[config.mk]
export PLATFORM = sky130hd
export DESIGN_NAME = line_rasterizer
export DESIGN_NICKNAME = d
export VERILOG_FILES = /design/src/design/lrast_pkg.sv /design/src/design/lrast_step.sv /design/src/design/line_rasterizer.sv
export SDC_FILE = /design/constraint.sdc
export NUM_CORES = 1
export LEC_CHECK = 0
export ABC_CLOCK_PERIOD_IN_PS = 5900
export BUFFER_PORTS_ARGS = -buffer_cell sky130_fd_sc_hd__buf_2
export CELL_PAD_IN_SITES_DETAIL_PLACEMENT = 1
export CELL_PAD_IN_SITES_GLOBAL_PLACEMENT = 2
export CORE_MARGIN = 3
export CORE_UTILIZATION = 29
export CTS_CLUSTER_DIAMETER = 120
export DETAILED_ROUTE_END_ITERATION = 8
export HOLD_SLACK_MARGIN = 0.03
export PLACE_DENSITY_LB_ADDON = 0.15
export SETUP_SLACK_MARGIN = 0.4
export SYNTH_ARGS = -nofsm -noshare
export SYNTH_HDL_FRONTEND = slang
export SYNTH_SLANG_ARGS = --single-unit
[constraint.sdc]
create_clock -name clk_i -period 5.9 [get_ports clk_i]
set_input_delay 0.59 -clock clk_i [delete_from_list [all_inputs] [get_ports clk_i]]
set_output_delay 0.59 -clock clk_i [all_outputs]
set_load 0.02 [all_outputs]
[src/design/lrast_pkg.sv]
// Shared types and constants for the line rasterizer.
// Holds the word formats, the walker state record and the octant table.
// No dependencies.
`default_nettype none

package lrast_pkg;

  // Coordinate width of every column and row field
  localparam int CoordBits = 10;
  // Error term width: signed, spans +/- twice the largest delta
  localparam int ErrBits   = CoordBits + 3;

  typedef logic [CoordBits-1:0]        coord_t;
  typedef logic [CoordBits:0]          twice_t;
  typedef logic signed [ErrBits-1:0]   err_t;
  typedef logic [3:0]                  oct_code_t;

  // Word kinds
  localparam logic KindStart   = 1'b0;
  localparam logic KindAdvance = 1'b1;

  // Octant codes; zero means no line
  localparam oct_code_t OctIdle = 4'd0;
  localparam oct_code_t Oct1    = 4'd1;
  localparam oct_code_t Oct2    = 4'd2;
  localparam oct_code_t Oct3    = 4'd3;
  localparam oct_code_t Oct4    = 4'd4;
  localparam oct_code_t Oct5    = 4'd5;
  localparam oct_code_t Oct6    = 4'd6;
  localparam oct_code_t Oct7    = 4'd7;
  localparam oct_code_t Oct8    = 4'd8;

  // Error update and tie rule of an octant
  typedef enum logic [1:0] {
    RuleSubLt = 2'd0,  // e -= m, minor step if e < 0
    RuleSubLe = 2'd1,  // e -= m, minor step if e <= 0
    RuleAddGe = 2'd2,  // e += m, minor step if e >= 0
    RuleAddGt = 2'd3   // e += m, minor step if e > 0
  } rule_e;

  typedef struct packed {
    logic  xmaj;
    logic  xneg;
    logic  yneg;
    rule_e rule;
  } oct_info_t;

  typedef struct packed {
    logic        kind;
    coord_t      x_start;
    coord_t      y_start;
    coord_t      x_end;
    coord_t      y_end;
    logic [15:0] pen_color;
    logic [3:0]  pen_size;
  } lrast_in_t;

  typedef struct packed {
    logic        valid_res;
    coord_t      pixel_x;
    coord_t      pixel_y;
    logic [15:0] pixel_color;
    logic [3:0]  pixel_size;
    logic        last;
  } lrast_out_t;

  typedef struct packed {
    coord_t      cur_x;
    coord_t      cur_y;
    coord_t      goal_x;
    coord_t      goal_y;
    err_t        err_term;
    twice_t      twice_major;
    twice_t      twice_minor;
    oct_code_t   octant_code;
    logic        line_active;
    logic [15:0] held_color;
    logic [3:0]  held_size;
  } lrast_state_t;

  localparam lrast_state_t StateReset = '{
    cur_x:       '0,
    cur_y:       '0,
    goal_x:      '0,
    goal_y:      '0,
    err_term:    '0,
    twice_major: '0,
    twice_minor: '0,
    octant_code: OctIdle,
    line_active: 1'b0,
    held_color:  '0,
    held_size:   4'd1
  };

  // Axis roles and tie rule per octant code; unused codes walk as octant 1
  function automatic oct_info_t oct_info(input oct_code_t code);
    oct_info_t info;
    unique case (code)
      Oct2:    info = '{xmaj: 1'b0, xneg: 1'b0, yneg: 1'b0, rule: RuleSubLt};
      Oct3:    info = '{xmaj: 1'b0, xneg: 1'b1, yneg: 1'b0, rule: RuleSubLe};
      Oct4:    info = '{xmaj: 1'b1, xneg: 1'b1, yneg: 1'b0, rule: RuleAddGe};
      Oct5:    info = '{xmaj: 1'b1, xneg: 1'b1, yneg: 1'b1, rule: RuleAddGe};
      Oct6:    info = '{xmaj: 1'b0, xneg: 1'b1, yneg: 1'b1, rule: RuleAddGe};
      Oct7:    info = '{xmaj: 1'b0, xneg: 1'b0, yneg: 1'b1, rule: RuleAddGt};
      Oct8:    info = '{xmaj: 1'b1, xneg: 1'b0, yneg: 1'b1, rule: RuleSubLt};
      default: info = '{xmaj: 1'b1, xneg: 1'b0, yneg: 1'b0, rule: RuleSubLt};
    endcase
    return info;
  endfunction

endpackage

`default_nettype wire

[src/design/lrast_step.sv]
// Combinational step of the line walker: line setup for a start word and
// one Bresenham step for an advance word. Uses lrast_pkg.
`default_nettype none

module lrast_step import lrast_pkg::*; (
  input  lrast_state_t state_i,
  input  lrast_in_t    word_i,
  output lrast_state_t state_o,
  output lrast_out_t   word_o
);

  // ---- line setup ----
  logic signed [CoordBits:0] dx, dy;
  coord_t    adx, ady, major, minor;
  logic      xmaj_s, xneg_s, yneg_s, point_s;
  oct_code_t oct_s;
  oct_info_t info_s;
  err_t      major_ext, err_init;

  assign dx = $signed({1'b0, word_i.x_end}) - $signed({1'b0, word_i.x_start});
  assign dy = $signed({1'b0, word_i.y_end}) - $signed({1'b0, word_i.y_start});
  assign xneg_s = dx[CoordBits];
  assign yneg_s = dy[CoordBits];
  assign adx = xneg_s ? coord_t'(-dx) : coord_t'(dx);
  assign ady = yneg_s ? coord_t'(-dy) : coord_t'(dy);
  assign xmaj_s  = (adx >= ady);
  assign point_s = (adx == '0) && (ady == '0);
  assign major = xmaj_s ? adx : ady;
  assign minor = xmaj_s ? ady : adx;

  // Pick the octant from the signs and the major axis
  always_comb begin
    unique case ({xmaj_s, xneg_s, yneg_s})
      3'b100:  oct_s = Oct1;
      3'b000:  oct_s = Oct2;
      3'b010:  oct_s = Oct3;
      3'b110:  oct_s = Oct4;
      3'b111:  oct_s = Oct5;
      3'b011:  oct_s = Oct6;
      3'b001:  oct_s = Oct7;
      default: oct_s = Oct8;
    endcase
  end

  assign info_s    = oct_info(oct_s);
  assign major_ext = signed'({{(ErrBits-CoordBits){1'b0}}, major});
  assign err_init  = (info_s.rule == RuleSubLt || info_s.rule == RuleSubLe) ?
                     major_ext : -major_ext;

  // ---- advance step ----
  oct_info_t info_a;
  coord_t    maj_cur, maj_nxt, maj_goal, min_cur, min_nxt;
  logic      maj_neg, min_neg, reached, sub_a, minor_step;
  err_t      m_ext, big_ext, err_1, err_2;

  assign info_a   = oct_info(state_i.octant_code);
  assign maj_cur  = info_a.xmaj ? state_i.cur_x  : state_i.cur_y;
  assign maj_goal = info_a.xmaj ? state_i.goal_x : state_i.goal_y;
  assign maj_neg  = info_a.xmaj ? info_a.xneg    : info_a.yneg;
  assign min_cur  = info_a.xmaj ? state_i.cur_y  : state_i.cur_x;
  assign min_neg  = info_a.xmaj ? info_a.yneg    : info_a.xneg;
  assign maj_nxt  = maj_neg ? maj_cur - coord_t'(1) : maj_cur + coord_t'(1);
  assign min_nxt  = min_neg ? min_cur - coord_t'(1) : min_cur + coord_t'(1);
  assign reached  = (maj_nxt == maj_goal);

  assign m_ext   = signed'({{(ErrBits-CoordBits-1){1'b0}}, state_i.twice_minor});
  assign big_ext = signed'({{(ErrBits-CoordBits-1){1'b0}}, state_i.twice_major});
  assign sub_a   = (info_a.rule == RuleSubLt) || (info_a.rule == RuleSubLe);
  assign err_1   = sub_a ? state_i.err_term - m_ext : state_i.err_term + m_ext;

  // Tie rule of the octant
  always_comb begin
    unique case (info_a.rule)
      RuleSubLt: minor_step = (err_1 <  0);
      RuleSubLe: minor_step = (err_1 <= 0);
      RuleAddGe: minor_step = (err_1 >= 0);
      default:   minor_step = (err_1 >  0);
    endcase
  end

  assign err_2 = !minor_step ? err_1 : (sub_a ? err_1 + big_ext : err_1 - big_ext);

  // ---- next state and result word ----
  always_comb begin
    state_o = state_i;
    word_o  = '0;
    if (word_i.kind == KindStart) begin
      state_o.held_color = word_i.pen_color;
      state_o.held_size  = word_i.pen_size;
      state_o.cur_x      = word_i.x_start;
      state_o.cur_y      = word_i.y_start;
      state_o.goal_x     = word_i.x_end;
      state_o.goal_y     = word_i.y_end;
      if (point_s) begin
        state_o.line_active = 1'b0;
        state_o.octant_code = OctIdle;
        state_o.err_term    = '0;
        state_o.twice_major = '0;
        state_o.twice_minor = '0;
      end else begin
        state_o.line_active = 1'b1;
        state_o.octant_code = oct_s;
        state_o.err_term    = err_init;
        state_o.twice_major = {major, 1'b0};
        state_o.twice_minor = {minor, 1'b0};
      end
      word_o.valid_res   = 1'b1;
      word_o.pixel_x     = word_i.x_start;
      word_o.pixel_y     = word_i.y_start;
      word_o.pixel_color = word_i.pen_color;
      word_o.pixel_size  = word_i.pen_size;
      word_o.last        = point_s;
    end else if (state_i.line_active) begin
      word_o.valid_res   = 1'b1;
      word_o.pixel_color = state_i.held_color;
      word_o.pixel_size  = state_i.held_size;
      if (reached) begin
        // Land exactly on the endpoint and drop the line
        state_o.cur_x       = state_i.goal_x;
        state_o.cur_y       = state_i.goal_y;
        state_o.line_active = 1'b0;
        word_o.pixel_x      = state_i.goal_x;
        word_o.pixel_y      = state_i.goal_y;
        word_o.last         = 1'b1;
      end else begin
        state_o.err_term = err_2;
        if (info_a.xmaj) begin
          state_o.cur_x = maj_nxt;
          state_o.cur_y = minor_step ? min_nxt : min_cur;
        end else begin
          state_o.cur_y = maj_nxt;
          state_o.cur_x = minor_step ? min_nxt : min_cur;
        end
        word_o.pixel_x = state_o.cur_x;
        word_o.pixel_y = state_o.cur_y;
      end
    end
  end

endmodule

`default_nettype wire

[src/design/line_rasterizer.sv]
// Top level of the line rasterizer: input register, walker state, result
// register and handshakes. Uses lrast_pkg and lrast_step.
//
// Bresenham line walker over all eight octants. A start word loads both
// endpoints, color and dot size and returns the first pixel; each advance
// word returns the next pixel, the final one flagged last. An advance with
// no line active returns a word with valid_res clear and all fields zero.
// Every input word gives exactly one result word. Throughput is one word
// per clock while no stalled result holds the result register: the setup
// or step logic sits between the input register and the result register
// and updates the walker state in the same cycle. A taken word waits in
// the input register, and its result is then registered in the result
// register. The input stalls only while a stalled result word sits in the
// result register and the input register already holds the next word.
`default_nettype none

module line_rasterizer import lrast_pkg::*; (
  input  wire        clk_i,
  input  wire        rst_ni,
  input  wire        in_valid_i,
  output logic       in_stall_o,
  input  lrast_in_t  in_data_i,
  output logic       out_valid_o,
  input  wire        out_stall_i,
  output lrast_out_t out_data_o
);

  logic         in_valid_q;
  lrast_in_t    in_word_q;
  logic         out_valid_q;
  lrast_out_t   out_word_q;
  lrast_state_t state_q, state_d;
  lrast_out_t   res_d;
  logic         out_block, fire;

  // Result register full and not taken: hold the input word
  assign out_block  = out_valid_q && out_stall_i;
  assign fire       = in_valid_q && !out_block;
  assign in_stall_o = in_valid_q && out_block;

  lrast_step u_step (
    .state_i (state_q),
    .word_i  (in_word_q),
    .state_o (state_d),
    .word_o  (res_d)
  );

  // Control and walker state
  always_ff @(posedge clk_i or negedge rst_ni) begin
    if (!rst_ni) begin
      in_valid_q  <= 1'b0;
      out_valid_q <= 1'b0;
      state_q     <= StateReset;
    end else begin
      if (!in_stall_o) begin
        in_valid_q <= in_valid_i;
      end
      if (!out_block) begin
        out_valid_q <= fire;
      end
      if (fire) begin
        state_q <= state_d;
      end
    end
  end

  // Payload registers
  always_ff @(posedge clk_i) begin
    if (in_valid_i && !in_stall_o) begin
      in_word_q <= in_data_i;
    end
    if (fire) begin
      out_word_q <= res_d;
    end
  end

  assign out_valid_o = out_valid_q;
  assign out_data_o  = out_word_q;

endmodule

`default_nettype wire

==> key figures, run 1 <==
CTS
  – CTS tree: yes
  – Clock Latency Late Sink: 0.58 ns
  – CTS Sinks: 203
  – Root buffer cell: clkbuf_16
  – TritonCTS Buffers: 26
  – H-tree depth: 1
  – CTS max path bufs: 3
  – Worst-path clk slew: 0.06 ns
  – Hold buffers post-CTS: 0

Floorplan
  – Chip width: 223 microns
  – # rows: 78
  – Die Y-Extent: 223 microns
  – Initial Util: 29.7%
  – Die area: 49800 sq um
  – I/O pin cnt: 109
  – Core ar.: 46000 sq um

Worst setup path
  – FF-to-FF path depth: 17
  – Worst r2r src: state_q[26]
  – CP Capture Type: flop
  – WP data arrival: 5.48 ns
  – Req. time, crit path: 6.17 ns
  – CP Launch Type: flop
  – Worst Setup Path Type: reg -> reg
  – Critical path peak fanout: 8
  – Reg-to-reg slack, setup: 0.69 ns
  – FF-to-FF End: out_data_o[38]

Global routing
  – Largest net degree at the start of global routing: 77
  – Global-route wire length before repair: 76900 microns
  – Initial antenna violation count: 0
  – Total global routing track utilization: 19.9%
  – Number of global-route vias before repair: 12300
  – Remaining Overflow, GRT: 0

Synthesis
  – Seq/Total Area, Yosys: 40.9%
  – Post-synth top flop: edfxtp_1
  – Main area contributors after synthesis: edfxtp_1 23%, dfrtp_1 18%, nand2_1 7.9%, ha_1 6.8%, o21ai_0 3.8%
  – Post-synthesis instance total: 1542
  – Synth Register Bits: 203
  – Warnings from Yosys: 0
  – Syn_area_per_cell: 8.87 sq um
  – Top cells by count, synth: 289 x nand2_1, 109 x nor2_1, 103 x edfxtp_1, 103 x o21ai_0, 99 x dfrtp_1
  – Mapped Nets: 1686
  – Top cell type by total area after synthesis: edfxtp_1
  – Synth unique cells: 76
  – Count leader, synth: nand2_1
  – Async S/R FF share, synth: 49.3%
  – Synth Cell Area: 13700 sq um
  – Number of flops mapped to enable cells by yosys: 103
  – Share of the synthesized area in the top cell type: 22.6%

Detailed routing
  – WL per Instance: 21.9 microns
  – DR vias: 11900
  – First-pass DRT Iterations: 5
  – DRC: 0
  – Via density: 5.22
  – Routed Antenna Nets: 0
  – DRT iter0 DRCs: 715
  – Drt total wl: 50100 microns

STA
  – Final hold violation count: 0
  – Slew Viols, Final: 0
  – Worst Setup Slack, final: 0.689 ns
  – Relative slew margins: 39.1%
  – Fmax: 192 MHz
  – Worst-Margin Slew: 0.914 ns
  – Min Tclk post-route: 5.21 ns
  – Setup TNS: 0 ns
  – Final setup violating endpoints: 0
  – Tcrit/Tclk final: 88.3%
  – RSZ-0062 raised after global routing: yes
  – Skew final: 0.0324 ns

Placed design
  – DP Worst Slack: 0.209 ns
  – IO buf count: 108
  – Gp weighted congestion: 0.812
  – Dpl hpwl: 38400 microns

Finish
  – Synthesis-to-finish area growth: 18.2%
  – Final #Nets: 1805
  – FILL cells: 5313
  – Share of cells above drive strength 1: 16.2%
  – Number of antenna diodes: 0

Job
  – Max-Cap Viols: 0

Worst hold path
  – Hold WC Path Type: in -> async

Run status
  – Status: finished clean
[worst max path at each step]
stage,from,depth (start not counted),endpoint
after floorplan,in_word_q[30],24,state_q[55]
after global placement,in_word_q[30],25,state_q[55]
after detailed placement,in_word_q[30],23,state_q[55]
after CTS,in_word_q[20],24,state_q[55]
after global routing,in_word_q[20],24,state_q[55]
final,state_q[26],17,out_data_o[38]
[metrics by stage]
stage	area [sq um]	hold WS (ns)	instances	utilization, %
floorplan	13700	0.294	1542	-
global placement	15000	0.447	2222	32.7
detailed placement	15000	0.459	2222	32.7
CTS	15900	0.0648	2270	34.6
global route	16200	0.0852	2281	35.2
finish	16200	0.0629	2281	35.2
[worst max-delay path, stage by stage (launching register included)]
cell and delay, ns:
dfrtp_1 0.41, inv_1 0.20, ha_1 0.27, nor2_1 0.08, xnor2_1 0.23, ha_1 0.35
o21a_1 0.24, o22ai_2 0.22, xnor2_1 0.14, or4_1 0.50, or4_1 0.49, or4_4 0.52
o211ai_4 0.25, buf_4 0.22, nor2_1 0.11, a211oi_2 0.26, o21ai_1 0.20, o211a_1 0.23
[routing by layer]
metal | track usage, % | wire length, microns | share of wire (%)
met1 | 29.7 | 25600 | 51
met4 | 4.25 | 1100 | 2.2
met2 | 30.4 | 21400 | 43
met5 | 0 | 0 | 0
met3 | 2.79 | 1970 | 3.9
[cells by family (layout without fill, tap and decap cells)]
logic type | count (synthesis) | after routing | synth area share (%)
xor+xnor | 101 | 101 | 6.47
flops | 203 | 203 | 40.9
simple gates | 558 | 558 | 18.1
buf+inv | 144 | 283 | 4.15
fa+ha+maj | 79 | 79 | 7.50
compound gates | 418 | 418 | 20.0
mux | 39 | 39 | 2.91
[registers in the layout (all words and copies together) (netlist names)]
| register | flops |
|---|---|
| out_data_o | 42 |
| state_q | 98 |
| in_valid_q | 1 |
| in_word_q | 61 |
| out_valid_o | 1 |
[cell usage in the layout, fill, tap and decap left out, drive strengths merged, types with 34 or more instances in the layout]
| cell type | count |
|---|---|
| ha | 74 |
| nor2 | 109 |
| buf | 159 |
| dfrtp | 99 |
| a21oi | 88 |
| edfxtp | 103 |
| inv | 77 |
| xnor2 | 53 |
| nand2 | 289 |
| clkbuf | 34 |
| o21ai | 111 |
| xor2 | 48 |
[layout make-up]
cell class                 instances  area [sq um]  area share [%]
timing repair buffer             159           930            5.75
sequential                       203          5600            34.6
multi-input combinational       1195          7770            48.1
clock buffer                      34           711            4.40
clock inverter                    14           118           0.728
tap                              600           751            4.65
inverter                          76           285            1.77
[what timing repair did]
item	in CTS	in global routing
setup endpoints to repair	11	24
pin swaps	0	9
buffers inserted	0	11
resized for setup	13	36
Power of run 1 is not shown: default switching activity piles up to over one toggle a cycle in this logic, so the estimate is an artifact.
==> run 2, diff against run 1 <==
--- a/config.mk
+++ b/config.mk
@@ -6,13 +6,13 @@
 export NUM_CORES = 1
 export LEC_CHECK = 0
 export ABC_CLOCK_PERIOD_IN_PS = 5900
-export BUFFER_PORTS_ARGS = -buffer_cell sky130_fd_sc_hd__buf_2
 export CELL_PAD_IN_SITES_DETAIL_PLACEMENT = 1
 export CELL_PAD_IN_SITES_GLOBAL_PLACEMENT = 2
 export CORE_MARGIN = 3
 export CORE_UTILIZATION = 29
 export CTS_CLUSTER_DIAMETER = 120
 export DETAILED_ROUTE_END_ITERATION = 8
+export DONT_BUFFER_PORTS = 1
 export HOLD_SLACK_MARGIN = 0.03
 export PLACE_DENSITY_LB_ADDON = 0.15
 export SETUP_SLACK_MARGIN = 0.4
==> run 2 against run 1 <==
Net effect:
- via count is 3.1% lower
- largest cell class unchanged
- global-route usage is 0.20 points lower
- first-iteration DRC count is 4.6% higher
- count of clock-buffer cells in the layout is 8 higher
- maximum frequency is 1.7% lower
- critical path type unchanged
- clock skew is 0.014 ns lower
- worst hold slack better by 0.052 ns
- routed wire length is 0.27% lower
==> key figures, run 2 (synthesis gave the netlist of run 1 again) <==
Worst setup path
  – Slowest cell delay on critical path: 0.52 ns
  – Req. time, crit path: 6.18 ns
  – CP Capture Type: flop
  – Worst Setup Path Type: reg -> reg
  – Critical path peak fanout: 13
  – WP data arrival: 5.58 ns
  – Most frequent CP cell: or4_1
  – FF-to-FF path depth: 16
  – CP Launch Type: flop
  – CP max-delay cell: or4_1
  – Critical path, cell by cell: nand2b_1 > buf_4 > nor2_1 > xnor2_1 > ha_1 > or3_1 > o22ai_2 > xnor2_1 > or4_1 > or4_1 > or4_1 > o211ai_4 > nor2_1 > a211oi_1 > o21ai_1 > o211a_1

Placed design
  – IO buf count: 0
  – Gp weighted congestion: 0.839
  – Dpl hpwl: 38200 microns

Finish
  – Final #Nets: 1702
  – Most frequent cells in the layout: 288 x nand2_1, 107 x nor2_1, 103 x edfxtp_1
  – Commonest non-fill, non-tap cell in the layout: nand2_1
  – Max FFs per register: 98
  – Share of cells above drive strength 1: 10.8%
  – Biggest register: state_q
  – Synthesis-to-finish area growth: 15.5%
  – FILL cells: 5267

CTS
  – TritonCTS Buffers: 27
  – Root buffer cell: clkbuf_16
  – H-tree depth: 1
  – Clock Latency Late Sink: 0.57 ns
  – CTS tree: yes
  – CTS Sinks: 203
  – CTS max path bufs: 3
  – Worst-path clk slew: 0.06 ns

Detailed routing
  – WL per Instance: 22.9 microns
  – DRC: 0
  – Drt total wl: 49900 microns
  – DR vias: 11500
  – DRT iter0 DRCs: 748
  – Via density: 5.29
  – First-pass DRT Iterations: 7
  – Routed Antenna Nets: 0

Global routing
  – Largest net degree at the start of global routing: 101
  – Initial antenna violation count: 6
  – Total global routing track utilization: 19.7%
  – Remaining Overflow, GRT: 0
  – Number of global-route vias before repair: 11700
  – Global-route wire length before repair: 75500 microns

STA
  – Final hold violation count: 0
  – Min Hold Slack: 0.115 ns
  – Slew Viols, Final: 0
  – RSZ-0062 raised after global routing: yes
  – Skew final: 0.0180 ns
  – Min Tclk post-route: 5.30 ns
  – Fmax: 189 MHz
  – Worst-Margin Slew: 1.11 ns
  – Tcrit/Tclk final: 89.8%
  – Setup TNS: 0 ns
  – Relative slew margins: 25.7%
  – Final setup violating endpoints: 0

Floorplan
  – Die area: 49800 sq um
  – Die Y-Extent: 223 microns
  – Core ar.: 46000 sq um
  – Chip width: 223 microns
  – # rows: 78
  – Initial Util: 29.7%
  – I/O pin cnt: 109

Worst hold path
  – Hold WC Path Type: in -> reg
  – Hold Path Depth: 0

Job
  – Max-Cap Viols: 0

Run status
  – Status: finished clean
## run 2: changes by cell type in the layout (fill, tap and decap cells not counted), sizes merged
cell	before	now
diode	0	2
clkbuf	34	42
inv	77	79
clkinvlp	2	1
clkinv	11	3
bufinv	0	1
dlygate4sd3	0	1
buf	159	54
## run 2: final timing paths
check	start	to	slack [ns]
setup / recovery	state_q[24]	out_data_o[38]	0.60
hold / removal	in_data_i[30]	in_word_q[30]	0.12
setup reg to reg	state_q[24]	out_data_o[38]	0.60
hold reg to reg	state_q[0]	state_q[0]	0.46
max in group asynchronous	rst_ni	state_q[70]	4.75
min in group asynchronous	rst_ni	state_q[30]	0.57
## run 2: metal layers
| metal | up-vias | share of wire (%) | track usage, % | wire, microns |
|---|---|---|---|---|
| met1 | 5734 | 50 | 29.7 | 25100 |
| met3 | 43 | 4.4 | 3.03 | 2180 |
| met5 | - | 0.054 | 0 | 27 |
| met2 | 196 | 44 | 30.1 | 22000 |
| met4 | 4 | 1.2 | 3.06 | 602 |
| li1 | 5551 | - | - | - |
## run 2: per-stage QoR
stage | area (sq um) | std cells | setup WS, ns | utilization, %
global placement | 14500 | 2116 | 0.198 | 31.5
global route | 15800 | 2180 | 0.252 | 34.4
floorplan | 13700 | 1542 | 0.671 | -
detailed placement | 14500 | 2116 | 0.179 | 31.5
finish | 15800 | 2181 | 0.599 | 34.4
CTS | 15500 | 2168 | 0.463 | 33.8
## run 2: final cells by class
type / count / area [sq um] / share of cell area, %
Timing Repair Buffer: 55 / 464 / 2.94
Inverter: 76 / 288 / 1.82
Clock buffer: 42 / 845 / 5.35
Sequential cell: 203 / 5600 / 35.4
Multi-Input combinational cell: 1195 / 7750 / 49.1
Antenna cell: 2 / 5.00 / 0.0317
Tap cell: 600 / 751 / 4.75
Clock inverter: 8 / 97.6 / 0.618
## run 2: timing repair
| item | CTS | global route |
|---|---|---|
| hold buffers | 2 | 0 |
| pin swaps | 0 | 8 |
| gates cloned | 0 | 0 |
| endpoints found under the hold margin | 100 | 0 |
| resized for setup | 10 | 36 |
| endpoints found under the setup margin | 8 | 21 |
| setup buffers | 0 | 11 |
## run 2: critical path: cells and delay by family, from the launching register on
| kind | cells | cell delay [ns] |
|---|---|---|
| compound gates | 5 | 1.47 |
| xor+xnor | 2 | 0.27 |
| fa+ha+maj | 1 | 0.30 |
| buf+inv | 1 | 0.22 |
| flops | 1 | 0.37 |
| simple gates | 7 | 2.37 |
Power of run 2 is left out for the same reason.
